[config.mk]
export PLATFORM = sky130hd
export DESIGN_NAME = bsi_seq
export DESIGN_NICKNAME = d
export VERILOG_FILES = /design/src/rtl/core/bsi_pkg.sv /design/src/rtl/core/bsi_seq.sv
export SDC_FILE = /design/constraint.sdc
export NUM_CORES = 1
export LEC_CHECK = 0
export ABC_AREA = 1
export BUFFER_PORTS_ARGS = -buffer_cell sky130_fd_sc_hd__buf_2
export CAP_MARGIN = 10
export CELL_PAD_IN_SITES_DETAIL_PLACEMENT = 0
export CELL_PAD_IN_SITES_GLOBAL_PLACEMENT = 1
export CORE_AREA = 2 2 200 202
export CTS_CLUSTER_SIZE = 20
export DETAILED_ROUTE_END_ITERATION = 16
export DIE_AREA = 0 0 202 204
export GPL_TIMING_DRIVEN = 0
export PLACE_DENSITY = 0.77
export SYNTH_ARGS = -nofsm -noshare
export SYNTH_HDL_FRONTEND = slang
export SYNTH_SLANG_ARGS = --single-unit
[constraint.sdc]
create_clock -name clock -period 5.2 [get_ports clock]
set_input_delay 1.04 -clock clock [delete_from_list [all_inputs] [get_ports clock]]
set_output_delay 1.04 -clock clock [all_outputs]
set_load 0.03 [all_outputs]
[src/rtl/core/bsi_pkg.sv]
// shared types and constants for the binned sorted insert block
`default_nettype none
package bsi_pkg;

   localparam int MAX_CHANNELS_DEF  = 16;
   localparam int CHANNEL_DEPTH_DEF = 32;
   localparam int ENERGY_WIDTH_DEF  = 32;

   localparam int OP_W      = 2;
   localparam int SPIN_W    = 5;
   localparam int TAG_W     = 12;
   localparam int RCH_W     = 4;
   localparam int STATUS_W  = 2;
   localparam int CHAN_W    = 4;
   localparam int RANK_W    = 5;
   localparam int CHIDX_W   = 8;
   localparam int MODE_W    = 2;
   localparam int PCOUNT_W  = 5;
   localparam int LIMIT_W   = 6;
   localparam int CSR_IDX_W = 2;
   localparam int CSR_DAT_W = 6;

   typedef enum logic [OP_W-1:0] {
      OP_INSERT = 2'd0,
      OP_READ   = 2'd1,
      OP_CLEAR  = 2'd2,
      OP_NONE   = 2'd3
   } op_type;

   typedef enum logic [STATUS_W-1:0] {
      STATUS_OK    = 2'd0,
      STATUS_RANGE = 2'd1,
      STATUS_FULL  = 2'd2,
      STATUS_RSVD  = 2'd3
   } status_type;

   typedef enum logic [MODE_W-1:0] {
      MODE_TRIANGULAR = 2'd0,
      MODE_PROJECTION = 2'd1,
      MODE_SINGLE     = 2'd2,
      MODE_NONE       = 2'd3
   } mode_type;

   localparam logic [CSR_IDX_W-1:0] REG_MODE   = 2'd0;
   localparam logic [CSR_IDX_W-1:0] REG_PCOUNT = 2'd1;
   localparam logic [CSR_IDX_W-1:0] REG_LIMIT  = 2'd2;

   typedef enum logic [2:0] {
      ST_IDLE,
      ST_CHECK,
      ST_WALK,
      ST_WRITE,
      ST_LINK,
      ST_RESP,
      ST_READ
   } seq_state_type;

   // fixed-width part of one result
   typedef struct packed {
      status_type          status;
      logic [CHAN_W-1:0]   channel;
      logic [TAG_W-1:0]    tag;
      logic [RANK_W-1:0]   rank;
      logic                entry_valid;
      logic                last;
   } rsp_ctl_type;

endpackage
`default_nettype wire

[src/rtl/core/bsi_seq.sv]
// list sequencer: insert walk, readout walk, clear, with head and fill tables
`default_nettype none
module bsi_seq #(
   parameter int MAX_CHANNELS  = bsi_pkg::MAX_CHANNELS_DEF,
   parameter int CHANNEL_DEPTH = bsi_pkg::CHANNEL_DEPTH_DEF,
   parameter int ENERGY_WIDTH  = bsi_pkg::ENERGY_WIDTH_DEF,
   parameter int AW            = 9,
   parameter int DW            = 49
) (
   input  wire logic                            clock,
   input  wire logic                            reset,
   input  wire logic                            start,
   input  wire bsi_pkg::op_type                 in_op,
   input  wire logic signed [ENERGY_WIDTH-1:0]  in_energy,
   input  wire logic [bsi_pkg::TAG_W-1:0]       in_tag,
   input  wire logic [bsi_pkg::CHIDX_W-1:0]     in_ch,
   input  wire logic [bsi_pkg::CHIDX_W-1:0]     in_nch,
   input  wire logic [bsi_pkg::LIMIT_W-1:0]     in_limit,
   input  wire logic                            can_push,
   output logic                                 busy,
   output logic                                 push,
   output bsi_pkg::rsp_ctl_type                 push_ctl,
   output logic signed [ENERGY_WIDTH-1:0]       push_energy,
   output logic                                 rd_en,
   output logic [AW-1:0]                        rd_addr,
   input  wire logic [DW-1:0]                   rd_data,
   output logic                                 wr_en,
   output logic [AW-1:0]                        wr_addr,
   output logic [DW-1:0]                        wr_data
);

   localparam int LW  = (CHANNEL_DEPTH > 1) ? $clog2(CHANNEL_DEPTH) : 1;
   localparam int CW  = $clog2(CHANNEL_DEPTH + 1);
   localparam int CIW = (MAX_CHANNELS > 1) ? $clog2(MAX_CHANNELS) : 1;
   localparam int TW  = bsi_pkg::TAG_W;

   bsi_pkg::seq_state_type state_ff, state_in;
   bsi_pkg::op_type        op_ff, op_in;
   logic signed [ENERGY_WIDTH-1:0]   energy_ff, energy_in;
   logic [TW-1:0]                    tag_ff, tag_in;
   logic [bsi_pkg::CHIDX_W-1:0]      ch_ff, ch_in;
   logic [bsi_pkg::CHIDX_W-1:0]      nch_ff, nch_in;
   logic [CW-1:0]                    lim_ff, lim_in;
   logic [LW-1:0]                    cur_ff, cur_in;
   logic [LW-1:0]                    prev_ff, prev_in;
   logic [TW-1:0]                    prev_tag_ff, prev_tag_in;
   logic signed [ENERGY_WIDTH-1:0]   prev_energy_ff, prev_energy_in;
   logic [CW-1:0]                    pos_ff, pos_in;

   logic [CW-1:0] fill_ff [MAX_CHANNELS];
   logic [LW-1:0] head_ff [MAX_CHANNELS];
   logic          fill_clear, fill_inc, head_set;

   logic [CIW-1:0]                   ch_idx;
   logic [CW-1:0]                    fill_sel;
   logic [CW-1:0]                    n_sel;
   logic [CW-1:0]                    pos_next;
   logic signed [ENERGY_WIDTH-1:0]   rd_energy;
   logic [TW-1:0]                    rd_tag;
   logic [LW-1:0]                    rd_next;
   logic [bsi_pkg::LIMIT_W:0]        lim_wide;

   assign ch_idx    = CIW'(ch_ff);
   assign fill_sel  = fill_ff[ch_idx];
   assign n_sel     = (fill_sel < lim_ff) ? fill_sel : lim_ff;
   assign pos_next  = pos_ff + CW'(1);
   assign rd_energy = rd_data[ENERGY_WIDTH-1:0];
   assign rd_tag    = rd_data[ENERGY_WIDTH +: TW];
   assign rd_next   = rd_data[ENERGY_WIDTH+TW +: LW];
   assign lim_wide  = (bsi_pkg::LIMIT_W+1)'(in_limit);

   function automatic logic [AW-1:0] slot_addr(input logic [CIW-1:0] ch,
                                                input logic [LW-1:0] idx);
      slot_addr = AW'(ch) * AW'(CHANNEL_DEPTH) + AW'(idx);
   endfunction

   always_ff @(posedge clock) begin
      if (reset) begin
         state_ff <= bsi_pkg::ST_IDLE;
      end else begin
         state_ff <= state_in;
      end
   end

   always_ff @(posedge clock) begin
      op_ff          <= op_in;
      energy_ff      <= energy_in;
      tag_ff         <= tag_in;
      ch_ff          <= ch_in;
      nch_ff         <= nch_in;
      lim_ff         <= lim_in;
      cur_ff         <= cur_in;
      prev_ff        <= prev_in;
      prev_tag_ff    <= prev_tag_in;
      prev_energy_ff <= prev_energy_in;
      pos_ff         <= pos_in;
   end

   // per-channel fill counts and list heads
   always_ff @(posedge clock) begin
      if (reset || fill_clear) begin
         for (int i = 0; i < MAX_CHANNELS; i++) begin
            fill_ff[i] <= '0;
         end
      end else if (fill_inc) begin
         fill_ff[ch_idx] <= fill_sel + CW'(1);
      end
   end

   always_ff @(posedge clock) begin
      if (head_set) begin
         head_ff[ch_idx] <= LW'(fill_sel);
      end
   end

   always_comb begin
      state_in       = state_ff;
      op_in          = op_ff;
      energy_in      = energy_ff;
      tag_in         = tag_ff;
      ch_in          = ch_ff;
      nch_in         = nch_ff;
      lim_in         = lim_ff;
      cur_in         = cur_ff;
      prev_in        = prev_ff;
      prev_tag_in    = prev_tag_ff;
      prev_energy_in = prev_energy_ff;
      pos_in         = pos_ff;
      fill_clear     = 1'b0;
      fill_inc       = 1'b0;
      head_set       = 1'b0;
      push           = 1'b0;
      push_ctl       = '0;
      push_energy    = '0;
      rd_en          = 1'b0;
      rd_addr        = slot_addr(ch_idx, cur_ff);
      wr_en          = 1'b0;
      wr_addr        = slot_addr(ch_idx, LW'(fill_sel));
      wr_data        = {((pos_ff < fill_sel) ? cur_ff : LW'(0)), tag_ff, energy_ff};
      busy           = (state_ff != bsi_pkg::ST_IDLE);

      case (state_ff)
         bsi_pkg::ST_IDLE: begin
            if (start) begin
               op_in     = in_op;
               energy_in = in_energy;
               tag_in    = in_tag;
               ch_in     = in_ch;
               nch_in    = in_nch;
               if (lim_wide == '0 || lim_wide > (bsi_pkg::LIMIT_W+1)'(CHANNEL_DEPTH)) begin
                  lim_in = CW'(CHANNEL_DEPTH);
               end else begin
                  lim_in = CW'(in_limit);
               end
               state_in = bsi_pkg::ST_CHECK;
            end
         end

         bsi_pkg::ST_CHECK: begin
            pos_in = '0;
            cur_in = head_ff[ch_idx];
            case (op_ff)
               bsi_pkg::OP_INSERT, bsi_pkg::OP_READ: begin
                  if (ch_ff >= nch_ff) begin
                     if (can_push) begin
                        push            = 1'b1;
                        push_ctl.status = bsi_pkg::STATUS_RANGE;
                        push_ctl.last   = 1'b1;
                        state_in        = bsi_pkg::ST_IDLE;
                     end
                  end else if (op_ff == bsi_pkg::OP_INSERT) begin
                     if (fill_sel >= CW'(CHANNEL_DEPTH)) begin
                        if (can_push) begin
                           push             = 1'b1;
                           push_ctl.status  = bsi_pkg::STATUS_FULL;
                           push_ctl.channel = bsi_pkg::CHAN_W'(ch_ff);
                           push_ctl.last    = 1'b1;
                           state_in         = bsi_pkg::ST_IDLE;
                        end
                     end else if (fill_sel == '0) begin
                        state_in = bsi_pkg::ST_WRITE;
                     end else begin
                        rd_en    = 1'b1;
                        rd_addr  = slot_addr(ch_idx, head_ff[ch_idx]);
                        state_in = bsi_pkg::ST_WALK;
                     end
                  end else begin
                     if (fill_sel == '0) begin
                        if (can_push) begin
                           push             = 1'b1;
                           push_ctl.channel = bsi_pkg::CHAN_W'(ch_ff);
                           push_ctl.last    = 1'b1;
                           state_in         = bsi_pkg::ST_IDLE;
                        end
                     end else begin
                        rd_en    = 1'b1;
                        rd_addr  = slot_addr(ch_idx, head_ff[ch_idx]);
                        state_in = bsi_pkg::ST_READ;
                     end
                  end
               end
               bsi_pkg::OP_CLEAR: begin
                  if (can_push) begin
                     fill_clear    = 1'b1;
                     push          = 1'b1;
                     push_ctl.last = 1'b1;
                     state_in      = bsi_pkg::ST_IDLE;
                  end
               end
               default: begin
                  state_in = bsi_pkg::ST_IDLE;
               end
            endcase
         end

         // entry at position pos is on the read port
         bsi_pkg::ST_WALK: begin
            if (energy_ff < rd_energy) begin
               state_in = bsi_pkg::ST_WRITE;
            end else begin
               prev_in        = cur_ff;
               prev_tag_in    = rd_tag;
               prev_energy_in = rd_energy;
               pos_in         = pos_next;
               if (pos_next == fill_sel) begin
                  state_in = bsi_pkg::ST_WRITE;
               end else begin
                  rd_en   = 1'b1;
                  rd_addr = slot_addr(ch_idx, rd_next);
                  cur_in  = rd_next;
               end
            end
         end

         // new entry goes to the slot numbered by the fill count
         bsi_pkg::ST_WRITE: begin
            wr_en = 1'b1;
            if (pos_ff == '0) begin
               head_set = 1'b1;
               state_in = bsi_pkg::ST_RESP;
            end else begin
               state_in = bsi_pkg::ST_LINK;
            end
         end

         bsi_pkg::ST_LINK: begin
            wr_en    = 1'b1;
            wr_addr  = slot_addr(ch_idx, prev_ff);
            wr_data  = {LW'(fill_sel), prev_tag_ff, prev_energy_ff};
            state_in = bsi_pkg::ST_RESP;
         end

         bsi_pkg::ST_RESP: begin
            if (can_push) begin
               fill_inc         = 1'b1;
               push             = 1'b1;
               push_ctl.channel = bsi_pkg::CHAN_W'(ch_ff);
               push_ctl.rank    = bsi_pkg::RANK_W'(pos_ff);
               push_ctl.last    = 1'b1;
               state_in         = bsi_pkg::ST_IDLE;
            end
         end

         // read data holds while the output is stalled
         bsi_pkg::ST_READ: begin
            if (can_push) begin
               push                 = 1'b1;
               push_ctl.channel     = bsi_pkg::CHAN_W'(ch_ff);
               push_ctl.tag         = rd_tag;
               push_ctl.rank        = bsi_pkg::RANK_W'(pos_ff);
               push_ctl.entry_valid = 1'b1;
               push_ctl.last        = (pos_next == n_sel);
               push_energy          = rd_energy;
               pos_in               = pos_next;
               if (pos_next == n_sel) begin
                  state_in = bsi_pkg::ST_IDLE;
               end else begin
                  rd_en   = 1'b1;
                  rd_addr = slot_addr(ch_idx, rd_next);
               end
            end
         end

         default: begin
            state_in = bsi_pkg::ST_IDLE;
         end
      endcase
   end

endmodule
`default_nettype wire

### Word level (Yosys, flattened, before mapping)

Memory sizes are Yosys's and may differ from the RTL's. A register that Yosys moved wholly into a read port is not among the register bits.
Index checks and enable logic that the tools add are counted.
Widths: inputs -> output; s select.

| operators by class | value |
|---|---|
| add/sub/neg operators | 7 |
| order comparisons | 6 |
| equality and inequality tests | 16 |
| muxes and demuxes | 89 |
| bitwise gates (word level) | 1 |
| reduce and logical (&&, ||, !) cells | 19 |

Operators with widths:

| cell | count |
|---|---|
| $mux 9 | 10 |
| $mux 32 | 2 |
| $mux 49 | 1 |
| $add 9x5->9 | 5 |
| $mux 6 | 7 |
| $lt 32x32->1 | 1 |
| $mux 1 | 32 |
| $mux 3 | 10 |
| $mux 4 | 7 |
| $pmux 9 s3 | 1 |
| $mux 23 | 1 |
| $pmux 3 s7 | 1 |
| $mux 5 | 4 |
| $pmux 5 s2 | 2 |
| $pmux 6 s3 | 1 |
| $add 6x1->6 const B | 2 |
| $eq 6x6->1 | 2 |
| $logic_not 6->1 | 2 |
| $lt 6x6->1 | 2 |
| $mux 12 | 1 |
| $pmux 4 s3 | 1 |
| $ne 2x2->1 const B | 5 |
| $eq 3x3->1 const B | 3 |
| $ge 8x8->1 | 1 |
| 23 further kinds | 34 |

| storage, ports and cells | value |
|---|---|
| flip-flop bits (word level) | 131 |
| memory bits (writable) | 176 |
| output and inout port bits | 128 |
| memories kept | 2 |

Memories:

| name | depth | width | read ports | clocked after Yosys merged registers in | write ports | line | RTL |
|---|---|---|---|---|---|---|---|
| fill_ff | 16 | 6 | 1 | 1 | 16 | bsi_seq.sv:50 | `logic [CW-1:0] fill_ff [MAX_CHANNELS];` |
| head_ff | 16 | 5 | 1 | 1 | 1 | bsi_seq.sv:51 | `logic [LW-1:0] head_ff [MAX_CHANNELS];` |

### Longest topological paths before layout

| depth | value |
|---|---|
| depth after elaboration | 8 |
| depth in mapped cells | 24 |

### Worst setup path before layout

No wires, ideal clock.

| timing path | value |
|---|---|
| kind | input port to flip-flop |
| start | input rd_data[17] |
| end | register prev_energy_ff[0] (enable) |
| library setup time | 0.472 ns |
| data arrival time | 4.524 ns |
| required time | 4.728 ns |
| slack | 0.204 ns |
| cell stages on the path | 9 |
| buffers on the path | 0 |
| cell sequence | inv_1 > ha_1 > a21oi_1 > nor2_1 > a211oi_1 > o221ai_1 > a21oi_1 > nand3b_1 > a21oi_1 |

| between the ends | value |
|---|---|
| word-level cells in the longest chain between the ends | 3 |

Ends and longest elaborated chain:

| item | line | RTL |
|---|---|---|
| start: declaration | bsi_seq.sv:26 | `input wire logic [DW-1:0] rd_data,` |
| $lt 32x32->1 | bsi_seq.sv:218 | `if (energy_ff < rd_energy) begin` |
| $not 1->1 (no source line) | - |  |
| $reduce_and 2->1 (no source line) | - |  |
| end signal: assignment | bsi_seq.sv:95 | `prev_energy_ff <= prev_energy_in;` |
| end: declaration | bsi_seq.sv:47 | `logic signed [ENERGY_WIDTH-1:0] prev_energy_ff, prev_energy_in;` |

No other way between the ends.
A chain may end at the register's enable or synchronous reset.

==> metrics.txt <==
post-route clock period utilization=97.3%; Die ar.=0.0412 mm²; routability cong.=0.916; global-route wire length before repair=71000 µm; Critical-path top delay cell=clkbuf_1; Int Power=6.90 mW; vias post-DR=12500; initial antenna violation count=1; relative slew slack=28.3%; Post-Syn Area per Cell=9.92 µm²; Placement Rows=73; core area=0.0392 mm²; height of the die=204 µm; Pwr Density=681 mW/mm²; Critical Path End Type=output port; DRT Pass-1 Iters=5; CP Class=reg2out; Clk pwr share=18.5%; WL/cell=19.5 µm; port buffer count=247; cts bufs inserted=34; Worst Path Arrival=4020 ps; root buf cell=clkbuf_16; Worst setup SP type=register; Top FF cell, synth=edfxtp_1; Yosys Warn Count=0; total track usage=22.5%; Nets=2046; final hold slack=646 ps; crit path to=rd_addr[3]; setup TNS=0 ps; Reg2Reg Setup Slack=1560 ps; Reg2Reg Depth=11; Synth cell types=49; Crit path required time=4160 ps; worst skew pair latency=530 ps; Final Hold Vio Count=0; Fmax=198 MHz; Seq pwr share=28.2%; Async SR Flop Fraction=0%; Bufs on Longest Clock Path=3; largest net degree at the start of global routing=39; worst clock skew=25.7 ps; number of synthesized register bits=311; Antenna diodes=0; largest fanout on the critical path=10; reg-to-reg endpoint=fill_ff[0][2]$_SDFFCE_PN0P_; top cells by area, synth=edfxtp_1 59%, nor2_1 7.3%, nand2_1 7.1%, ha_1 4.4%, inv_1 3.5%; vias in the first global route=12300; Mapped Cells=1555; WL final=47200 µm; Largest stage delay, worst path=600 ps; CP Cell Sequence=clkbuf_1 -> o211ai_2 -> nand2_4 -> ha_4 -> nand2_1 -> nor2_1 -> a211oi_4 -> buf_4 -> nand2_4 -> nand2_1 -> nand2_1 -> nand2_1 -> nand2_1 -> nor2_2 -> nand3_4 -> nand2_4 -> nand2_1 -> nand3_1 -> nand3_1 -> buf_4; GRT overflow=0; worst slew pin tran=1070 ps; Netlist Area Pre-Place=0.0154 mm²; number of synthesized flops with an enable pin=304; max_cap viols=0; CTS clk-pin slew, worst paths=60 ps; switch share=46.7%; Area Overhead vs Synth=23.3%; vias per cell=5.15; outcome=finished, final reports clean; P_sw=6.04 mW; Synth area leader=edfxtp_1; peak supply drop=329 µV; top cell type's share of synthesized area=59.2%; HP Class=reg2reg; Top cell by count, worst path=nand2_1; fin. max-slew vios=0; sequential share of the synthesized area=60.1%; antenna-violating nets left=0; setup violators final=0; Clock Sinks=311; CTS tree=yes; Leak Pwr=8.11 nW; combinational share of power=53.3%; Initial Utilization=39.4%; minimum clock period=5060 ps; share of post-route cells with drive strength above 1=22.2%; DR iter-0 viols=1046; Post-DP HPWL=33800 µm; Mapped Nets=1730; IO Count=249; Die X=202 µm; # DRC=0; htree depth=2
-- cell type report --
class | instances | area (µm²)
tap | 525 | 657
clock inverter | 19 | 191
clock buffer | 41 | 898
multi-input combinational | 1023 | 5400
fill | 3649 | 20200
buffer | 72 | 487
timing repair buffer | 277 | 1530
inverter | 152 | 584
sequential | 311 | 9270
-- routing by layer --
layer | vias to the layer above | share of wire, % | track usage, %
li1 | 5939 | - | -
met1 | 5898 | 41 | 29.1
met2 | 536 | 48 | 37.9
met3 | 87 | 7.8 | 4.26
met4 | 2 | 3.0 | 7.56
met5 | - | 0.015 | 0
-- worst max-delay path, delay by kind of cell (launching register included) --
family / cells / cell delay (ps)
compound gates: 2 / 530
buf+inv: 3 / 950
fa+ha+maj: 1 / 220
flops: 1 / 400
simple gates: 14 / 1390
-- timing repair --
item | in CTS | in global routing
pin swaps | 8 | 20
hold endpoints to repair | 0 | 0
setup endpoints to repair | 15 | 11
gates cloned | 2 | 2
setup buffers | 7 | 19
hold buffers | 0 | 0
gates resized for setup | 17 | 53
-- power groups by stage --
| stage | logic (mW) | registers, mW | clock network, mW |
|---|---|---|---|
| final | 6.90 | 3.65 | 2.40 |
| after global placement | 5.96 | 3.75 | 0 |
| after detailed placement | 6.06 | 3.71 | 0 |
| after CTS | 6.33 | 3.65 | 2.43 |
| after floorplan | 4.03 | 3.63 | 0 |
| after global routing | 7.42 | 3.69 | 2.53 |
-- cells in the final DEF, fill, tap and decap left out, types with 31 or more instances in the layout --
master     netlist  final
nand2_1        292    291
ha_1            54     52
o21ai_0        101     95
nand3_1         92     87
a21oi_1         33     31
buf_2            8    247
edfxtp_1       304    304
clkbuf_1        39     41
nor2_1         298    296
clkbuf_16        0     36
inv_1          142    142
buf_4           12     42
-- stage by stage --
step / utilization [%] / setup WS [ps] / std cells / instance area (µm²) / power, mW
global route: 48.5 / -63.2 / 2420 / 19000 / 13.6
finish: 48.5 / 141 / 2420 / 19000 / 12.9
detailed placement: 44.4 / -270 / 2330 / 17400 / 9.76
floorplan: - / 204 / 1555 / 15400 / 7.66
global placement: 44.2 / -1430 / 2327 / 17300 / 9.71
CTS: 47.6 / 12.2 / 2399 / 18600 / 12.4
-- sequential cells by signal, indices dropped and copies added (netlist names), 3 cells and up, named ones only --
register	count
ch_ff	8
cur_ff	5
energy_ff	32
fill_ff	96
head_ff	80
lim_ff	6
nch_ff	8
pos_ff	6
prev_energy_ff	32
prev_ff	5
prev_tag_ff	12
state_ff	3
tag_ff	12
-- worst min-delay path by stage --
stage | startpoint | to | slack [ps] | cells past startpoint
6_report | cur_ff[4]$_DFFE_PP_ | prev_ff[4]$_DFFE_PP_ | 650 | 0
5_1_grt | in_op[1] | op_ff[1]$_DFFE_PP_ | 670 | 1
4_1_cts | cur_ff[4]$_DFFE_PP_ | prev_ff[4]$_DFFE_PP_ | 660 | 0
3_5_place_dp | cur_ff[4]$_DFFE_PP_ | prev_ff[4]$_DFFE_PP_ | 650 | 0
3_3_place_gp | cur_ff[4]$_DFFE_PP_ | prev_ff[4]$_DFFE_PP_ | 660 | 0
2_1_floorplan | cur_ff[1]$_DFFE_PP_ | prev_ff[1]$_DFFE_PP_ | 510 | 0
-- cells in the mapped netlist, types with 10 or more instances --
| master | n |
|---|---|
| a21oi_1 | 33 |
| nor2_1 | 298 |
| buf_4 | 12 |
| o221ai_1 | 27 |
| nor3_1 | 21 |
| o211ai_1 | 18 |
| ha_1 | 54 |
| xor2_1 | 10 |
| nand3_1 | 92 |
| inv_1 | 142 |
| nand2_1 | 292 |
| o21ai_1 | 13 |
| edfxtp_1 | 304 |
| o21ai_0 | 101 |
| clkbuf_1 | 39 |
-- cell families after synthesis --
kind of cell	share of synthesized area [%]
adders and majority gates	4.38
DFF	60.1
xor gates and xnor gates	0.730
AOI/OAI and AO/OA	8.49
buffers and inverters	6.35
and+or+nand+nor	19.9
No activity file was read; power rests on OpenSTA's default activity.
